## config.mk

```make
export PLATFORM = sky130hd
export DESIGN_NAME = windowed_rms_level_meter
export DESIGN_NICKNAME = d
export VERILOG_FILES = /design/src/hw/rtl/wrm_pkg.sv /design/src/hw/rtl/wrm_front.sv /design/src/hw/rtl/wrm_queue.sv /design/src/hw/rtl/wrm_back.sv /design/src/hw/rtl/windowed_rms_level_meter.sv
export SDC_FILE = /design/constraint.sdc
export NUM_CORES = 2
export LEC_CHECK = 0
export ABC_AREA = 1
export ABC_CLOCK_PERIOD_IN_PS = 9000
export BUFFER_PORTS_ARGS = -buffer_cell sky130_fd_sc_hd__buf_2
export CORE_ASPECT_RATIO = 1.75
export CORE_MARGIN = 4
export CORE_UTILIZATION = 55
export DETAILED_ROUTE_END_ITERATION = 16
export GPL_ROUTABILITY_DRIVEN = 0
export PLACE_DENSITY = 0.71
export SETUP_SLACK_MARGIN = 0.3
export SYNTH_ARGS = -nofsm -noshare
export SYNTH_HDL_FRONTEND = slang
export SYNTH_HIERARCHICAL = 1
export SYNTH_SLANG_ARGS = --single-unit
```

## constraint.sdc

```tcl
create_clock -name clk -period 9 [get_ports clk]
set_clock_uncertainty 0.15 [all_clocks]
set_input_delay 0.9 -clock clk [delete_from_list [all_inputs] [get_ports clk]]
set_output_delay 0.9 -clock clk [all_outputs]
set_load 0.02 [all_outputs]
```

## src/hw/rtl/wrm_pkg.sv

```systemverilog
// ----------------------------------------------------------------------------
// wrm_pkg
// Shared types and constants of the windowed RMS level meter.
// ----------------------------------------------------------------------------
`default_nettype none

package wrm_pkg;

    localparam int SAMPLE_W       = 12;
    localparam int REG_W          = 13;
    localparam int SUM_W          = 32;
    localparam int QUOT_W         = 24;
    localparam int LEVEL_W        = 3;
    localparam int MASK_W         = 4;
    localparam int DIV_STEPS      = 2;
    localparam int SQRT_STEPS     = 6;
    localparam int QUEUE_DEPTH    = 2;
    localparam int WINDOW_LEN_DEF = 100;

    localparam logic [SAMPLE_W-1:0] CODE_MAX = 12'hFFF;

    localparam logic [REG_W-1:0] FULL_SCALE_RST  = 13'd3300;
    localparam logic [REG_W-1:0] LEVEL_ONE_RST   = 13'd990;
    localparam logic [REG_W-1:0] LEVEL_TWO_RST   = 13'd1650;
    localparam logic [REG_W-1:0] LEVEL_THREE_RST = 13'd2310;
    localparam logic [REG_W-1:0] LEVEL_FOUR_RST  = 13'd2970;

    typedef enum logic [2:0] {
        REG_FULL_SCALE  = 3'd0,
        REG_LEVEL_ONE   = 3'd1,
        REG_LEVEL_TWO   = 3'd2,
        REG_LEVEL_THREE = 3'd3,
        REG_LEVEL_FOUR  = 3'd4
    } wrm_reg_idx_t;

    typedef struct packed {
        logic [REG_W-1:0] full_scale;
        logic [REG_W-1:0] level_one;
        logic [REG_W-1:0] level_two;
        logic [REG_W-1:0] level_three;
        logic [REG_W-1:0] level_four;
    } wrm_cfg_t;

    typedef struct packed {
        logic full;
        logic empty;
    } wrm_q_status_t;

endpackage

`default_nettype wire

```

## src/hw/rtl/wrm_front.sv

```systemverilog
// ----------------------------------------------------------------------------
// wrm_front
// Sample intake: circular window store and running sum of squares.
// ----------------------------------------------------------------------------
`default_nettype none

module wrm_front
    import wrm_pkg::*;
#(
    parameter int WINDOW_LEN = WINDOW_LEN_DEF
)
(
    input  wire logic                clk,
    input  wire logic                rst_n,
    input  wire logic                in_valid,
    output logic                     in_ready,
    input  wire logic [SAMPLE_W-1:0] sample_code,
    input  wire wrm_q_status_t       q_status,
    output logic                     push,
    output logic [SUM_W-1:0]         push_sum
);

    localparam int PosW = (WINDOW_LEN > 1) ? $clog2(WINDOW_LEN) : 1;
    localparam logic [PosW-1:0] PosLast = PosW'(WINDOW_LEN - 1);

    typedef enum logic {F_IDLE, F_UPDATE} front_state_t;

    front_state_t          state_reg;
    logic [PosW-1:0]       pos_reg;
    logic                  wrapped_reg;
    logic [SUM_W-1:0]      sum_reg;
    logic [SAMPLE_W-1:0]   sample_reg;
    logic [2*SAMPLE_W-1:0] sq_new_reg;
    logic [SAMPLE_W-1:0]   old_rd_reg;
    logic [SAMPLE_W-1:0]   window_mem [WINDOW_LEN];

    logic [SAMPLE_W-1:0]   old_code;
    logic [2*SAMPLE_W-1:0] sq_old;
    logic [SUM_W-1:0]      sum_next;
    logic                  accept;

    assign in_ready = (state_reg == F_IDLE) && !q_status.full;
    assign accept   = in_valid && in_ready;

    // Entries beyond the fill point have never been written and read as zero.
    assign old_code = wrapped_reg ? old_rd_reg : '0;
    assign sq_old   = (2*SAMPLE_W)'(old_code) * (2*SAMPLE_W)'(old_code);
    assign sum_next = sum_reg - SUM_W'(sq_old) + SUM_W'(sq_new_reg);

    assign push     = (state_reg == F_UPDATE);
    assign push_sum = sum_next;

    always_ff @(posedge clk)
    begin
        if (accept)
        begin
            old_rd_reg <= window_mem[pos_reg];
        end
        if (state_reg == F_UPDATE)
        begin
            window_mem[pos_reg] <= sample_reg;
        end
    end

    always_ff @(posedge clk or negedge rst_n)
    begin
        if (!rst_n)
        begin
            state_reg   <= F_IDLE;
            pos_reg     <= '0;
            wrapped_reg <= 1'b0;
            sum_reg     <= '0;
        end
        else
        begin
            case (state_reg)
                F_IDLE:
                begin
                    if (accept)
                    begin
                        sample_reg <= sample_code;
                        sq_new_reg <= (2*SAMPLE_W)'(sample_code) * (2*SAMPLE_W)'(sample_code);
                        state_reg  <= F_UPDATE;
                    end
                end
                F_UPDATE:
                begin
                    sum_reg <= sum_next;
                    if (pos_reg == PosLast)
                    begin
                        pos_reg     <= '0;
                        wrapped_reg <= 1'b1;
                    end
                    else
                    begin
                        pos_reg <= pos_reg + 1'b1;
                    end
                    state_reg <= F_IDLE;
                end
                default:
                begin
                    state_reg <= F_IDLE;
                end
            endcase
        end
    end

    // Once the window has filled, every entry stays valid.
    assert property (@(posedge clk) disable iff (!rst_n) wrapped_reg |=> wrapped_reg)
        else $error("window fill flag dropped");

endmodule

`default_nettype wire

```

## src/hw/rtl/wrm_queue.sv

```systemverilog
// ----------------------------------------------------------------------------
// wrm_queue
// Short queue of window sums between the intake and the arithmetic back end.
// ----------------------------------------------------------------------------
`default_nettype none

module wrm_queue
    import wrm_pkg::*;
(
    input  wire logic             clk,
    input  wire logic             rst_n,
    input  wire logic             push,
    input  wire logic [SUM_W-1:0] push_sum,
    input  wire logic             pop,
    output logic [SUM_W-1:0]      pop_sum,
    output wrm_q_status_t         status
);

    localparam int PtrW = (QUEUE_DEPTH > 1) ? $clog2(QUEUE_DEPTH) : 1;
    localparam int CntW = $clog2(QUEUE_DEPTH + 1);

    logic [SUM_W-1:0] entry_reg [QUEUE_DEPTH];
    logic [PtrW-1:0]  wr_ptr_reg;
    logic [PtrW-1:0]  rd_ptr_reg;
    logic [CntW-1:0]  count_reg;

    assign status.full  = (count_reg == CntW'(QUEUE_DEPTH));
    assign status.empty = (count_reg == '0);
    assign pop_sum      = entry_reg[rd_ptr_reg];

    always_ff @(posedge clk)
    begin
        if (push)
        begin
            entry_reg[wr_ptr_reg] <= push_sum;
        end
    end

    always_ff @(posedge clk or negedge rst_n)
    begin
        if (!rst_n)
        begin
            wr_ptr_reg <= '0;
            rd_ptr_reg <= '0;
            count_reg  <= '0;
        end
        else
        begin
            if (push)
            begin
                wr_ptr_reg <= (wr_ptr_reg == PtrW'(QUEUE_DEPTH - 1)) ? '0 : wr_ptr_reg + 1'b1;
            end
            if (pop)
            begin
                rd_ptr_reg <= (rd_ptr_reg == PtrW'(QUEUE_DEPTH - 1)) ? '0 : rd_ptr_reg + 1'b1;
            end
            if (push && !pop)
            begin
                count_reg <= count_reg + 1'b1;
            end
            else if (pop && !push)
            begin
                count_reg <= count_reg - 1'b1;
            end
        end
    end

    assert property (@(posedge clk) disable iff (!rst_n) push |-> !status.full)
        else $error("sum pushed into a full queue");

    assert property (@(posedge clk) disable iff (!rst_n) pop |-> !status.empty)
        else $error("sum popped from an empty queue");

endmodule

`default_nettype wire

```

## src/hw/rtl/wrm_back.sv

```systemverilog
// ----------------------------------------------------------------------------
// wrm_back
// Mean by window length, square root, millivolt scaling and bar graph.
// ----------------------------------------------------------------------------
`default_nettype none

module wrm_back
    import wrm_pkg::*;
#(
    parameter int WINDOW_LEN = WINDOW_LEN_DEF
)
(
    input  wire logic                clk,
    input  wire logic                rst_n,
    input  wire wrm_cfg_t            cfg,
    input  wire wrm_q_status_t       q_status,
    input  wire logic [SUM_W-1:0]    pop_sum,
    output logic                     pop,
    output logic                     out_valid,
    input  wire logic                out_ready,
    output logic [SAMPLE_W-1:0]      rms_code,
    output logic [SAMPLE_W-1:0]      rms_millivolts,
    output logic [LEVEL_W-1:0]       bar_level,
    output logic [MASK_W-1:0]        led_mask
);

    // The reciprocal is rounded up; its error times any 32-bit sum stays below
    // 2^40, so the floored product always equals the floored quotient.
    localparam int RecipShift = 40;
    localparam int RecipW     = RecipShift + 1;
    localparam int RecipLoW   = 21;
    localparam int RecipHiW   = RecipW - RecipLoW;
    localparam logic [63:0] RecipFull =
        ((64'd1 << RecipShift) + 64'(WINDOW_LEN) - 64'd1) / 64'(WINDOW_LEN);
    localparam logic [RecipLoW-1:0] RecipLo = RecipFull[RecipLoW-1:0];
    localparam logic [RecipHiW-1:0] RecipHi = RecipFull[RecipW-1:RecipLoW];

    typedef enum logic [2:0] {B_IDLE, B_DIV, B_SQRT, B_SCALE, B_DONE} back_state_t;

    back_state_t                 state_reg;
    logic [3:0]                  cnt_reg;
    logic [SUM_W-1:0]            sum_reg;
    logic [SUM_W+RecipLoW-1:0]   part_lo_reg;
    logic [SUM_W+RecipHiW-1:0]   part_hi_reg;
    logic [QUOT_W-1:0]           v_reg;
    logic [QUOT_W-1:0]           root_reg;
    logic [QUOT_W-1:0]           bit_reg;
    logic [SAMPLE_W-1:0]         code_reg;
    logic [SAMPLE_W-1:0]         mv_reg;
    logic                        out_valid_reg;
    logic [SAMPLE_W-1:0]         rms_code_reg;
    logic [SAMPLE_W-1:0]         rms_mv_reg;
    logic [LEVEL_W-1:0]          bar_level_reg;
    logic [MASK_W-1:0]           led_mask_reg;

    logic [SUM_W+RecipLoW-1:0]   part_lo;
    logic [SUM_W+RecipHiW-1:0]   part_hi;
    logic [SUM_W+RecipW-1:0]     recip_prod;
    logic [QUOT_W-1:0]           mean_next;

    logic [QUOT_W:0]     sq_try1;
    logic [QUOT_W-1:0]   sq_v1;
    logic [QUOT_W-1:0]   sq_root1;
    logic [QUOT_W-1:0]   sq_bit1;
    logic [QUOT_W:0]     sq_try2;
    logic [QUOT_W-1:0]   v_next;
    logic [QUOT_W-1:0]   root_next;

    logic [REG_W+SAMPLE_W-1:0] mv_prod;
    logic [REG_W-1:0]          mv_full;
    logic [SAMPLE_W-1:0]       mv_next;
    logic [LEVEL_W-1:0]        level_next;
    logic [MASK_W-1:0]         mask_next;
    logic                      out_free;

    // The mean is formed from both partial products, registered, then their sum.
    assign part_lo    = (SUM_W+RecipLoW)'(sum_reg) * (SUM_W+RecipLoW)'(RecipLo);
    assign part_hi    = (SUM_W+RecipHiW)'(sum_reg) * (SUM_W+RecipHiW)'(RecipHi);
    assign recip_prod = {part_hi_reg, {RecipLoW{1'b0}}} + (SUM_W+RecipW)'(part_lo_reg);
    assign mean_next  = recip_prod[RecipShift +: QUOT_W];

    // Two iterations of the bit-by-bit square root a cycle.
    always_comb
    begin
        sq_try1 = (QUOT_W+1)'(root_reg) + (QUOT_W+1)'(bit_reg);
        if ((QUOT_W+1)'(v_reg) >= sq_try1)
        begin
            sq_v1    = v_reg - sq_try1[QUOT_W-1:0];
            sq_root1 = (root_reg >> 1) + bit_reg;
        end
        else
        begin
            sq_v1    = v_reg;
            sq_root1 = root_reg >> 1;
        end
        sq_bit1 = bit_reg >> 2;
        sq_try2 = (QUOT_W+1)'(sq_root1) + (QUOT_W+1)'(sq_bit1);
        if ((QUOT_W+1)'(sq_v1) >= sq_try2)
        begin
            v_next    = sq_v1 - sq_try2[QUOT_W-1:0];
            root_next = (sq_root1 >> 1) + sq_bit1;
        end
        else
        begin
            v_next    = sq_v1;
            root_next = sq_root1 >> 1;
        end
    end

    // Full scales of 4098 mV and above can push the product past the output range.
    assign mv_prod = (REG_W+SAMPLE_W)'(cfg.full_scale) * (REG_W+SAMPLE_W)'(code_reg);
    assign mv_full = mv_prod[REG_W+SAMPLE_W-1:SAMPLE_W];
    assign mv_next = (mv_full > REG_W'(CODE_MAX)) ? CODE_MAX : mv_full[SAMPLE_W-1:0];

    // The thresholds need not be ordered, so each one met counts.
    always_comb
    begin
        level_next = LEVEL_W'({2'b00, (REG_W'(mv_reg) >= cfg.level_one)})
                   + LEVEL_W'({2'b00, (REG_W'(mv_reg) >= cfg.level_two)})
                   + LEVEL_W'({2'b00, (REG_W'(mv_reg) >= cfg.level_three)})
                   + LEVEL_W'({2'b00, (REG_W'(mv_reg) >= cfg.level_four)});
        case (level_next)
            3'd0:    mask_next = 4'b0000;
            3'd1:    mask_next = 4'b0001;
            3'd2:    mask_next = 4'b0011;
            3'd3:    mask_next = 4'b0111;
            3'd4:    mask_next = 4'b1111;
            default: mask_next = 4'b0000;
        endcase
    end

    assign out_free = !out_valid_reg || out_ready;
    assign pop      = (state_reg == B_IDLE) && !q_status.empty;

    assign out_valid      = out_valid_reg;
    assign rms_code       = rms_code_reg;
    assign rms_millivolts = rms_mv_reg;
    assign bar_level      = bar_level_reg;
    assign led_mask       = led_mask_reg;

    always_ff @(posedge clk or negedge rst_n)
    begin
        if (!rst_n)
        begin
            state_reg     <= B_IDLE;
            cnt_reg       <= '0;
            out_valid_reg <= 1'b0;
        end
        else
        begin
            if ((state_reg == B_DONE) && out_free)
            begin
                out_valid_reg <= 1'b1;
            end
            else if (out_valid_reg && out_ready)
            begin
                out_valid_reg <= 1'b0;
            end
            case (state_reg)
                B_IDLE:
                begin
                    if (pop)
                    begin
                        sum_reg   <= pop_sum;
                        cnt_reg   <= '0;
                        state_reg <= B_DIV;
                    end
                end
                B_DIV:
                begin
                    if (cnt_reg == 4'(DIV_STEPS - 1))
                    begin
                        v_reg     <= mean_next;
                        root_reg  <= '0;
                        bit_reg   <= {2'b01, {(QUOT_W-2){1'b0}}};
                        cnt_reg   <= '0;
                        state_reg <= B_SQRT;
                    end
                    else
                    begin
                        part_lo_reg <= part_lo;
                        part_hi_reg <= part_hi;
                        cnt_reg     <= cnt_reg + 1'b1;
                    end
                end
                B_SQRT:
                begin
                    v_reg    <= v_next;
                    root_reg <= root_next;
                    bit_reg  <= bit_reg >> 4;
                    if (cnt_reg == 4'(SQRT_STEPS - 1))
                    begin
                        code_reg  <= root_next[SAMPLE_W-1:0];
                        state_reg <= B_SCALE;
                    end
                    else
                    begin
                        cnt_reg <= cnt_reg + 1'b1;
                    end
                end
                B_SCALE:
                begin
                    mv_reg    <= mv_next;
                    state_reg <= B_DONE;
                end
                B_DONE:
                begin
                    if (out_free)
                    begin
                        rms_code_reg  <= code_reg;
                        rms_mv_reg    <= mv_reg;
                        bar_level_reg <= level_next;
                        led_mask_reg  <= mask_next;
                        state_reg     <= B_IDLE;
                    end
                end
                default:
                begin
                    state_reg <= B_IDLE;
                end
            endcase
        end
    end

    // The root's trial bit must not run out before the last iteration pair.
    assert property (@(posedge clk) disable iff (!rst_n)
        (state_reg == B_SQRT) |-> (bit_reg != '0))
        else $error("square root ran past its last bit");

    // A finished result never overwrites one that has not been taken.
    assert property (@(posedge clk) disable iff (!rst_n)
        (state_reg == B_DONE && out_valid_reg && !out_ready) |=> (state_reg == B_DONE))
        else $error("result loaded over a waiting beat");

endmodule

`default_nettype wire

```

## src/hw/rtl/windowed_rms_level_meter.sv

```systemverilog
// ----------------------------------------------------------------------------
// windowed_rms_level_meter
// Moving-window RMS of ADC samples with millivolt scaling and a bar graph.
// ----------------------------------------------------------------------------
// Each accepted sample beat replaces the oldest sample of a window of
// WINDOW_LEN samples (zero after reset) and yields one result beat: the RMS
// code, that code in millivolts, a bar level of 0 to 4 and its thermometer LED
// mask. The intake reads the oldest window entry, then updates the sum, and
// hands the running sum of squares to a two-entry queue. The back end loads a
// sum, forms the mean (a multiply by the window length's reciprocal, then the
// sum of its partial products), takes the square root (two root bits a
// cycle), then does the millivolt multiply and the thresholds. The sustained
// rate is set by the back end; the intake takes new samples while it works,
// until the queue is full. The output register lets the next sample proceed
// while a result waits. The configuration channel is always ready; writes to
// indexes 5 to 7 are ignored.
// ----------------------------------------------------------------------------
`default_nettype none

module windowed_rms_level_meter
    import wrm_pkg::*;
#(
    parameter int WINDOW_LEN = WINDOW_LEN_DEF
)
(
    input  wire logic                clk,
    input  wire logic                rst_n,
    input  wire logic                in_valid,
    output logic                     in_ready,
    input  wire logic [SAMPLE_W-1:0] sample_code,
    output logic                     out_valid,
    input  wire logic                out_ready,
    output logic [SAMPLE_W-1:0]      rms_code,
    output logic [SAMPLE_W-1:0]      rms_millivolts,
    output logic [LEVEL_W-1:0]       bar_level,
    output logic [MASK_W-1:0]        led_mask,
    input  wire logic                cfg_valid,
    output logic                     cfg_ready,
    input  wire logic [2:0]          cfg_index,
    input  wire logic [REG_W-1:0]    cfg_data
);

    wrm_cfg_t         cfg_reg;
    wrm_q_status_t    q_status;
    logic             push;
    logic             pop;
    logic [SUM_W-1:0] push_sum;
    logic [SUM_W-1:0] pop_sum;

    assign cfg_ready = 1'b1;

    always_ff @(posedge clk or negedge rst_n)
    begin
        if (!rst_n)
        begin
            cfg_reg.full_scale  <= FULL_SCALE_RST;
            cfg_reg.level_one   <= LEVEL_ONE_RST;
            cfg_reg.level_two   <= LEVEL_TWO_RST;
            cfg_reg.level_three <= LEVEL_THREE_RST;
            cfg_reg.level_four  <= LEVEL_FOUR_RST;
        end
        else if (cfg_valid && cfg_ready)
        begin
            case (cfg_index)
                REG_FULL_SCALE:  cfg_reg.full_scale  <= cfg_data;
                REG_LEVEL_ONE:   cfg_reg.level_one   <= cfg_data;
                REG_LEVEL_TWO:   cfg_reg.level_two   <= cfg_data;
                REG_LEVEL_THREE: cfg_reg.level_three <= cfg_data;
                REG_LEVEL_FOUR:  cfg_reg.level_four  <= cfg_data;
                default:         ;
            endcase
        end
    end

    wrm_front #(
        .WINDOW_LEN (WINDOW_LEN)
    ) u_front (
        .clk         (clk),
        .rst_n       (rst_n),
        .in_valid    (in_valid),
        .in_ready    (in_ready),
        .sample_code (sample_code),
        .q_status    (q_status),
        .push        (push),
        .push_sum    (push_sum)
    );

    wrm_queue u_queue (
        .clk      (clk),
        .rst_n    (rst_n),
        .push     (push),
        .push_sum (push_sum),
        .pop      (pop),
        .pop_sum  (pop_sum),
        .status   (q_status)
    );

    wrm_back #(
        .WINDOW_LEN (WINDOW_LEN)
    ) u_back (
        .clk            (clk),
        .rst_n          (rst_n),
        .cfg            (cfg_reg),
        .q_status       (q_status),
        .pop_sum        (pop_sum),
        .pop            (pop),
        .out_valid      (out_valid),
        .out_ready      (out_ready),
        .rms_code       (rms_code),
        .rms_millivolts (rms_millivolts),
        .bar_level      (bar_level),
        .led_mask       (led_mask)
    );

endmodule

`default_nettype wire
```

After elaboration in Yosys (flattened, before gate mapping)
Memories as Yosys holds them, arrays and structs flattened. A register that Yosys moved wholly into a read port is not among the register bits. Cells that the tools add are included.

Logic and storage cells: 150. Output and inout port bits: 34. Bits of input ports: 33. Register bits after elaboration: 375. Bits in writable memories: 1264. Memories: 2.

Reductions and logical operators: 35. Multiply operators: 5. Multiplexer cells: 32. $add $sub $neg: 18. Equal/unequal tests: 21. Order comparisons: 7. Bitwise operators: 2.

Memories: u_front.window_mem (words 100, width 12, read ports 1, clocked after Yosys merged registers in 1, write ports 1, line wrm_front.sv:35) `logic [SAMPLE_W-1:0] window_mem [WINDOW_LEN];`; u_queue.entry_reg (words 2, width 32, read ports 1, clocked after Yosys merged registers in 1, write ports 1, line wrm_queue.sv:22) `logic [SUM_W-1:0] entry_reg [QUEUE_DEPTH];`.

Operators by type and width (count): $mux W24 (7); $pmux W24 S2 (3); $add A64 B53 Y64 (1); $ge A12 B13 Y1 (4); $mul A32 B20 Y52 const B (1); $ge A24 B25 Y1 (2); $mul A12 B12 Y24 (2); $sub A24 B24 Y24 (2); $mul A32 B12 Y42 const B (1); $add A32 B24 Y32 (1); $sub A32 B24 Y32 (1); $add A24 B22 Y25 (1); $add A24 B24 Y25 (1); $mul A13 B12 Y25 (1); $add A23 B22 Y24 (1); $add A23 B24 Y24 (1); $reduce_and A3 Y1 (7); $eq A3 B2 Y1 const B (6); $pmux W4 S4 (1); $pmux W3 S5 (1); $reduce_and A2 Y1 (7); $gt A13 B12 Y1 const B (1); $mux W12 (1); $mux W3 (4); 30 further kinds (62).

Depth between registers and ports, before layout
Word-level depth: 7. Gate-level depth with buffers: 55. Gate-level depth less buffers: 53.

Modules after synthesis
The synthesis kept the hierarchy.

By module, submodules not included: wrm_front (instances 1, sequential area each 38441.9 µm², area an instance 64255.4 µm², cells an instance 6682); wrm_back (instances 1, sequential area each 6626.4 µm², area an instance 39354.0 µm², cells an instance 4696); windowed_rms_level_meter (instances 1, sequential area each 1665.3 µm², area an instance 2795.2 µm², cells an instance 296); wrm_queue (instances 1, sequential area each 2021.9 µm², area an instance 2668.8 µm², cells an instance 125).

Worst setup path before layout
Ideal clock, no wire load.

Path kind: register to register. Start point: register u_back.root_reg[2]. End point: register u_back.v_reg[17] (data pin). Clock period less this slack: 7.014 ns. Path buffers: 3. Path slack: 1.986 ns. Setup time: 0.253 ns. Arrival: 6.611 ns. Stages on the path, launching flop included: 54. Data required time: 8.597 ns. Cells stage by stage: edfxtp_1 ha_1 nand2_1 nor2_1 a31oi_1 nor2_1 nand2_1 o21bai_1 nand4_1 o21bai_1 nand2_1 nor2_1 a21oi_1 nor3_1 xor2_1 ha_1 nand2_1 nor2_1 (+18 left out) o21ai_0 nand2_1 nand3_1 nand2_1 ha_1 nand2_1 nor3_1 nand3_1 nand3_1 nand3_1 nand2_1 nand2_1 nand2_1 buf_1 buf_2 nand3_1 nand3_1 nand2_1.

Longest elaborated chain between the ends: 7. Elaborated cells on any way between the ends: 11. Classes of those cells: 5 x add/sub; 2 x order compare; 4 x mux.

RTL lines: from (decl) (line wrm_back.sv:46) `logic [QUOT_W-1:0] root_reg;`; from (signal assigned) (line wrm_back.sv:189) `root_reg <= root_next;`; $add A24 B24 Y25 (line wrm_back.sv:85) `sq_try1 = (QUOT_W+1)'(root_reg) + (QUOT_W+1)'(bit_reg);`; $ge A24 B25 Y1 (line wrm_back.sv:86) `if ((QUOT_W+1)'(v_reg) >= sq_try1)`; $mux W24 (line wrm_back.sv:86); $add A24 B22 Y25 (line wrm_back.sv:97) `sq_try2 = (QUOT_W+1)'(sq_root1) + (QUOT_W+1)'(sq_bit1);`; $sub A24 B24 Y24 or $ge A24 B25 Y1 (tied branches) (line wrm_back.sv:100, wrm_back.sv:98); $mux W24 (*) (line wrm_back.sv:98) `if ((QUOT_W+1)'(sq_v1) >= sq_try2)`; $pmux W24 S2 (*) (line wrm_back.sv:159) `case (state_reg)`; to (signal assigned) (line wrm_back.sv:173) `v_reg <= mean_next;`; to (signal assigned) (line wrm_back.sv:188) `v_reg <= v_next;`; to (decl) (line wrm_back.sv:45) `logic [QUOT_W-1:0] v_reg;`.

Mark *: on every way between the ends. The rest lies on a longest branch, timed or not. A chain may end at the register's enable or synchronous reset.

Final worst setup path
Start point: register u_back.root_reg[2]. End point: register u_back.root_reg[4] (data pin).

Longest elaborated chain between the ends: 7. Elaborated cells on any way between the ends: 11. Classes of those cells: 5 x add/sub; 2 x order compare; 4 x mux.

RTL lines (line): $add A24 B24 Y25 (wrm_back.sv:85); $ge A24 B25 Y1 (wrm_back.sv:86); $mux W24 (wrm_back.sv:86); $add A24 B22 Y25 (wrm_back.sv:97); $ge A24 B25 Y1 (wrm_back.sv:98); $mux W24 (*) (wrm_back.sv:98); $pmux W24 S2 (*) (wrm_back.sv:159).

Marked as above.

==> results.txt <==
Status - completed
Routed WL - 302,000 um
Hpwl dp - 217,000 um
Most common cell after layout, fill and taps aside - nand2_1
Boundary Pins - 67
Worst Tran Pin Value - 1.38 ns
Peak Freq - 124 MHz
Drt initial violations - 6,582
Syn Inst Count - 11,800
Final hold vios - 0
Ys Warns - 6
P&R area growth vs syn - 7.13%
Cell Area, Placed - 112,000 um2
Root Buffer - clkbuf_16
Worst EP required - 9.37 ns
Core Footprint - 198,000 um2
Tcrit/Tclk final - 0.897
Drt drc - 0
Family with the most delay on the worst path - simple AND/OR/NAND/NOR gates
Num CTS Buffers - 160
Die width - 345 um
WL per Instance - 20.8 um
Synth unique cells - 65
Pre-antenna DRT Iters - 9
Slowest cell on the critical path - edfxtp_1
Post-synth EDFFs - 1,524
Net count of the mapped netlist - 13,200
Grt total ovfl - 0
Max-cap violations - 0
Layout cell share with drive strength beyond 1 - 0.0542
Port Buffer Count - 65
Worst-Skew Late Latency - 0.85 ns
Total vias in the final route - 80,600
TritonCTS Sinks - 1,642
Finished Layout Cells - 14,500
Reg2reg end - u_back/root_reg[4]
First-pass GRT wire length - 463,000 um
Most frequent cells in the layout - nand2_1, inv_1, edfxtp_1, ha_1, fa_1
Main synth FF type - edfxtp_1
Worst r2r src - u_back/root_reg[2]
Starting Density - 0.552
Pins over their slew limit - 0
Critical Path Sink Type - flop
Mapped Avg Cell Area - 9.24 um2
Yosys reg bits - 1,642
Unrepaired setup endpoints after global routing - false
Fin Setup TNS - 0 ns
Placed cells - 14,200
Mapped cell area - 109,000 um2
Nets - 13,200
Worst R2R Path Depth - 50
Most used cell, CP - nand2_1
Path category of the worst min-delay check - input port to flop
Final Util - 0.591
Worst-path clk slew - 0.07 ns
Asr flop ratio synth - 0.0719
Largest stage delay on the critical path - 0.44 ns
Worst EP arrival - 8.44 ns
Minimum clock period - 8.07 ns
Setup slack, reg-to-reg - 0.93 ns
H-Tree Depth - 4
Sequential area share after synthesis - 0.447
Rel. slew slack - 0.0774
Finish-stage setup viols - 0
# rows - 216
DIE AREA - 206,000 um2
Largest register FFs - 1,200
Crit path max fanout - 42
Chip height - 597 um
Total track usage - 0.293
Critical Path Start - u_back/root_reg[2]
Worst setup path endpoint - u_back/root_reg[4]
Crit path buf inv count - 4
Antenna violations before repair - 9
Number of global-route vias before repair - 83,100
Critical path depth - 50
Antenna-violating nets left - 0
Clk buf depth - 4
Fin area - 117,000 um2
Drt via density - 5.55
Worst Path Class, Setup - flop to flop
Worst Setup Start Kind - flop
CTS tree - done
Largest net degree at the start of global routing - 205
## cells in the mapped netlist, types with 19 or more instances
cell type,count,share of area
a21o_1,27,0.0019
a21oi_1,343,0.016
and2_1,19,0.0011
buf_2,174,0.0080
buf_4,19,0.0013
buf_6,31,0.0032
clkbuf_1,107,0.0037
dfrtp_1,87,0.020
dfstp_2,31,0.0075
edfxtp_1,1524,0.42
fa_1,670,0.12
ha_1,732,0.084
inv_1,1665,0.057
mux2_4,29,0.0040
nand2_1,4553,0.16
nand2_2,31,0.0018
nand3_1,299,0.014
nand3_2,21,0.0019
nand4_1,45,0.0026
nor2_1,563,0.019
nor2_2,21,0.0012
nor2_4,19,0.0020
nor3_1,53,0.0024
o21a_1,31,0.0021
o21ai_0,213,0.0098
o21bai_1,26,0.0018
xnor2_1,79,0.0063
xor2_1,162,0.013
## layout make-up
cell class,count,area (um2)
Fill cell,16500,80700
Multi-Input combinational cell,8121,52200
Sequential cell,1642,48800
Inverter,1686,6370
Clock buffer,199,4230
Tap cell,2616,3270
Timing Repair Buffer,182,1260
Clock inverter,77,729
Antenna cell,3,7.51
## metal layers
metal / share of wire / vias to the layer above / global-route usage
li1: - / 37400 / -
met1: 0.32 / 38700 / 0.299
met2: 0.52 / 3222 / 0.534
met3: 0.056 / 1255 / 0.0357
met4: 0.099 / 4 / 0.237
met5: 0.000099 / - / 0
## through the flow
stage | hold slack (ns) | worst slack [ns]
final | 0.170 | 0.931
after global routing | 0.175 | 0.310
after CTS | 0.123 | 0.379
after detailed placement | 0.291 | 0.412
after global placement | 0.293 | 0.538
after floorplan | 0.276 | 1.99
## cells by family after synthesis
group	share of synthesized area
AO/OA/AOI/OAI	0.0388
XOR/XNOR	0.0194
adder cells (fa/ha/maj)	0.207
buffers and inverters	0.0755
flip-flops	0.447
multiplexers	0.00430
other	0.0000344
AND/OR/NAND/NOR	0.208
## what timing repair did
item / in CTS / in global routing
hold buffers: 1 / 0
gates resized for setup: 0 / 18
buffers inserted: 0 / 3
endpoints found under the setup margin: 0 / 60
hold endpoints to repair: 26 / 0
## worst min path at each step
stage,start,to,slack [ns],depth (start not counted)
after CTS,out_ready,u_back/out_valid,0.12,2
final,out_ready,u_back/out_valid,0.17,2
after global routing,out_ready,u_back/out_valid,0.18,2
after floorplan,u_back/mv_reg[0],u_back/rms_millivolts[0],0.28,0
after detailed placement,u_back/mv_reg[0],u_back/rms_millivolts[0],0.29,0
after global placement,u_back/mv_reg[0],u_back/rms_millivolts[0],0.29,0
Power is left out: the tool's default activity adds up to more than one toggle a clock period on the data nets, which glitch-free logic cannot reach.
